$ cat src/hw/rtl/etmb_pkg.sv
// ---------------------------------------------------------------------------
// etmb_pkg
// Shared types and constants for the Euler TRS matrix builder.
// ---------------------------------------------------------------------------
package etmb_pkg;

  localparam int ANGLE_BITS_DEF = 16;
  localparam int SINE_DEPTH_DEF = 256;
  localparam int FRAC_BITS_DEF  = 16;
  localparam int ANGLE_W        = 16;
  localparam int DATA_W         = 32;
  localparam int TRIG_W         = 26;

  localparam logic [63:0] PI_Q30 = 64'd3373259426;

  typedef struct packed {
    logic       valid;
    logic       rot_only;
  } etmb_ctl_t;

endpackage

$ cat src/hw/rtl/etmb_fmul.sv
// ---------------------------------------------------------------------------
// etmb_fmul
// Registered fixed-point product with round-half-up and floor shift.
// ---------------------------------------------------------------------------
module etmb_fmul import etmb_pkg::*; #(
  parameter int FRAC_BITS = FRAC_BITS_DEF,
  parameter int AW = DATA_W,
  parameter int BW = TRIG_W,
  parameter int OW = 40
) (
  input  logic                 clk,
  input  logic signed [AW-1:0] a,
  input  logic signed [BW-1:0] b,
  output logic signed [OW-1:0] p_r
);

  logic signed [AW+BW-1:0] prod;
  logic signed [AW+BW-1:0] rnd;

  assign prod = (AW+BW)'(a) * (AW+BW)'(b);
  assign rnd  = prod + ((AW+BW)'(1) <<< (FRAC_BITS - 1));

  always_ff @(posedge clk) begin
    p_r <= OW'(rnd >>> FRAC_BITS);
  end

endmodule

$ cat config.mk
export PLATFORM = sky130hd
export DESIGN_NAME = etmb_fmul
export DESIGN_NICKNAME = d
export VERILOG_FILES = /design/src/hw/rtl/etmb_pkg.sv /design/src/hw/rtl/etmb_fmul.sv
export SDC_FILE = /design/constraint.sdc
export NUM_CORES = 2
export LEC_CHECK = 0
export ABC_AREA = 1
export ABC_CLOCK_PERIOD_IN_PS = 6060
export BUFFER_PORTS_ARGS = -buffer_cell sky130_fd_sc_hd__clkbuf_2
export CAP_MARGIN = 20
export CORE_MARGIN = 4
export CORE_UTILIZATION = 33
export DETAILED_ROUTE_END_ITERATION = 16
export PLACE_DENSITY = 0.55
export SETUP_SLACK_MARGIN = 0.4
export SYNTH_ARGS = -nofsm -noshare
export SYNTH_HDL_FRONTEND = slang
export SYNTH_SLANG_ARGS = --single-unit
$ cat constraint.sdc
create_clock -name clk -period 6.06 [get_ports clk]
set_input_delay 0.606 -clock clk [delete_from_list [all_inputs] [get_ports clk]]
set_output_delay 0.606 -clock clk [all_outputs]
set_load 0.03 [all_outputs]
==> results.yml <==
floorplanning:
  rows: 112
  core_area_mm2: 0.0932
  io-pin-count: 99
  die_area_mm2: 0.0988
  fp.dieH_um: 314
  die_w_um: 314
  initial_utilization: 0.332
synthesis:
  synth_edf_count: 0
  synth.most_common_cell: "inv_1"
  synthArstFlopShare: 0
  netlist_top_cells_area: "fa_1 54%, inv_1 15%, nand2_1 13%, ha_1 6.0%, dfxtp_1 2.6%"
  synth_top_area_frac: 0.540
  synthesis.area_mm2: 0.0310
  synth_fp_nets: 4980
  syn_avg_cell_area_um2: 7.87
  synth_top_cells_by_count: "1227 x inv_1, 1111 x nand2_1, 836 x fa_1"
  syn_inst: 3936
  synth_top_area_cell: "fa_1"
  ys_seq_area_frac: 0.0259
  yosysUniqueCellTypes: 37
  ys.warnings.count: 0
  synth_ff_type: "dfxtp_1"
  synth_seq_cells: 40
worst_setup_path:
  start_kind: "input pin"
  end_kind: "flip-flop"
  cp_max_fo: 6
  setup.worst_path.class: "input pin to flip-flop"
  critPathRequiredTime_ns: 6.25
  arrival_ns: 6.32
layout:
  ff_latch_area_um2: 801
  multi_input_area_mm2: 0.0273
  regMostFlops: "p_r"
  layout.cells.non_filler: 5632
  syn2layout_area_growth_pct: 31.2
  fillers: 9224
  reg_top3: "p_r (40)"
  final_nets: 5420
  layout-drive-gt1-share: 0.274
  largest_reg_flops: 40
place:
  hpwlAfterDp_mm: 81.5
  io_buffers: 98
  place_inst: 5498
  gp_congestion: 0.907
detailed_routing:
  vias: 25400
  ant_nets: 0
  dr.first_iter.drc_count: 1397
  drtPass1Iterations: 6
  routed_via_density: 4.51
  drcViolationCount: 0
  finalWirelength_mm: 97.6
  wl_per_cell_um: 17.3
sta:
  slew_viol_final: 0
  fmax_mhz: 163
  hold_viol_final: 0
  setup_viol: 12
  period_share: 1.01
  relSlewSlack: 0.702
  setup_slack_ns: -0.0705
  layout_min_cycle_time_ns: 6.13
  rsz0062_at_grt: "true"
  worst_slew_pin_slew_ns: 0.447
global_routing:
  track_usage: 0.197
  grt.overflow.total: 0
  grt_pass1_wl_mm: 153
  first_global_vias: 27500
  grt_max_degree: 21
  antenna_found_initial: 1
clocking:
  cts_tree: "done"
  clockBufferDepth: 2
  cts_buffers: 5
  cts_max_level: 2
  clk_pin_slew_ns: 0.07
  clock_sinks: 40
  clock-root-buffer: "clkbuf_16"
outcome:
  failed_checks: "setup timing"
  outcome: "finished with violations"
run:
  drv_cap: 0
worst_hold_path:
  hold_class: "input pin to flip-flop"
==> what timing repair did <==
action | in CTS | in global routing
hold buffers | 0 | 0
resized for setup | 380 | 314
setup endpoints to repair | 40 | 40
cloned | 6 | 14
buffers inserted | 63 | 42
pin swaps | 201 | 162
==> kinds of logic (layout without fill, tap and decap cells) <==
kind of cell / Yosys count / in the layout / synth area share
buf+inv: 1407 / 1848 / 0.171
simple gates: 1356 / 1356 / 0.174
fa+ha+maj: 985 / 985 / 0.601
compound gates: 125 / 125 / 0.0224
flops: 40 / 40 / 0.0259
xor+xnor: 23 / 23 / 0.00651
other cells: 0 / 1 / 0
==> area by class of cell <==
type,count,share of cell area
sequential,40,0.0197
inverter,1231,0.114
multi-input combinational,2489,0.672
clock inverter,3,0.00114
timing repair buffer,609,0.151
antenna,1,0.0000616
clock buffer,5,0.00308
tap,1254,0.0386
==> metal layers <==
| metal | global-route usage | routed length (um) | up-vias |
|---|---|---|---|
| met1 | 0.260 | 41400 | 12900 |
| met4 | 0.0410 | 2300 | 0 |
| met3 | 0.0176 | 4490 | 111 |
| met5 | 0 | 0 | - |
| li1 | - | - | 11700 |
| met2 | 0.353 | 49400 | 618 |
==> cells in the final DEF, fill, tap and decap left out, drive strengths merged, types with 2 or more instances in the layout <==
| master | Yosys | layout |
|---|---|---|
| o21bai | 12 | 12 |
| clkbuf | 173 | 105 |
| or2 | 9 | 9 |
| xor2 | 15 | 15 |
| buf | 3 | 507 |
| nor4 | 2 | 2 |
| a21oi | 70 | 70 |
| nor2 | 141 | 141 |
| a21o | 3 | 3 |
| nand2 | 1125 | 1125 |
| nor3 | 8 | 8 |
| nand4 | 17 | 17 |
| o21a | 2 | 2 |
| xnor2 | 8 | 8 |
| fa | 836 | 836 |
| dfxtp | 40 | 40 |
| a21boi | 3 | 3 |
| o21ai | 33 | 33 |
| ha | 149 | 149 |
| bufbuf | 0 | 2 |
| nand3 | 51 | 51 |
| inv | 1231 | 1232 |
==> final timing paths <==
kind | startpoint | to | slack (ns) | cells past startpoint
hold / removal | b[25] | p_r[39] | 1.28 | 11
setup / recovery | b[10] | p_r[38] | -0.07 | 25
==> per-stage QoR <==
stage / hold slack (ns) / setup TNS [ns] / util / worst slack (ns) / cell area [um2]
4_1_cts: 1.29 / -0.196 / 0.418 / -0.0469 / 39000
6_report: 1.28 / -0.364 / 0.436 / -0.0705 / 40600
2_1_floorplan: 0.979 / 0 / - / 0.0797 / 32500
3_3_place_gp: 1.05 / -14.94 / 0.396 / -0.582 / 36900
5_1_grt: 1.38 / -5.18 / 0.436 / -0.278 / 40600
3_5_place_dp: 1.05 / -16.06 / 0.396 / -0.618 / 36900
==> critical path: stages <==
cell,delay [ns]
buf_8,0.12
buf_12,0.15
buf_12,0.14
nand2_2,0.07
inv_2,0.03
fa_1,0.47
fa_1,0.51
inv_2,0.05
fa_2,0.46
fa_1,0.51
inv_2,0.04
fa_1,0.51
fa_1,0.56
inv_2,0.06
fa_2,0.58
inv_2,0.05
ha_4,0.33
nand2_4,0.09
nor2_4,0.17
nand2_4,0.10
buf_6,0.13
nor4_4,0.26
nand2_2,0.14
nand4_1,0.11
nand2_1,0.05
Power is not shown: default switching activity piles up to over one toggle a cycle in this logic, so the estimate is an artifact.
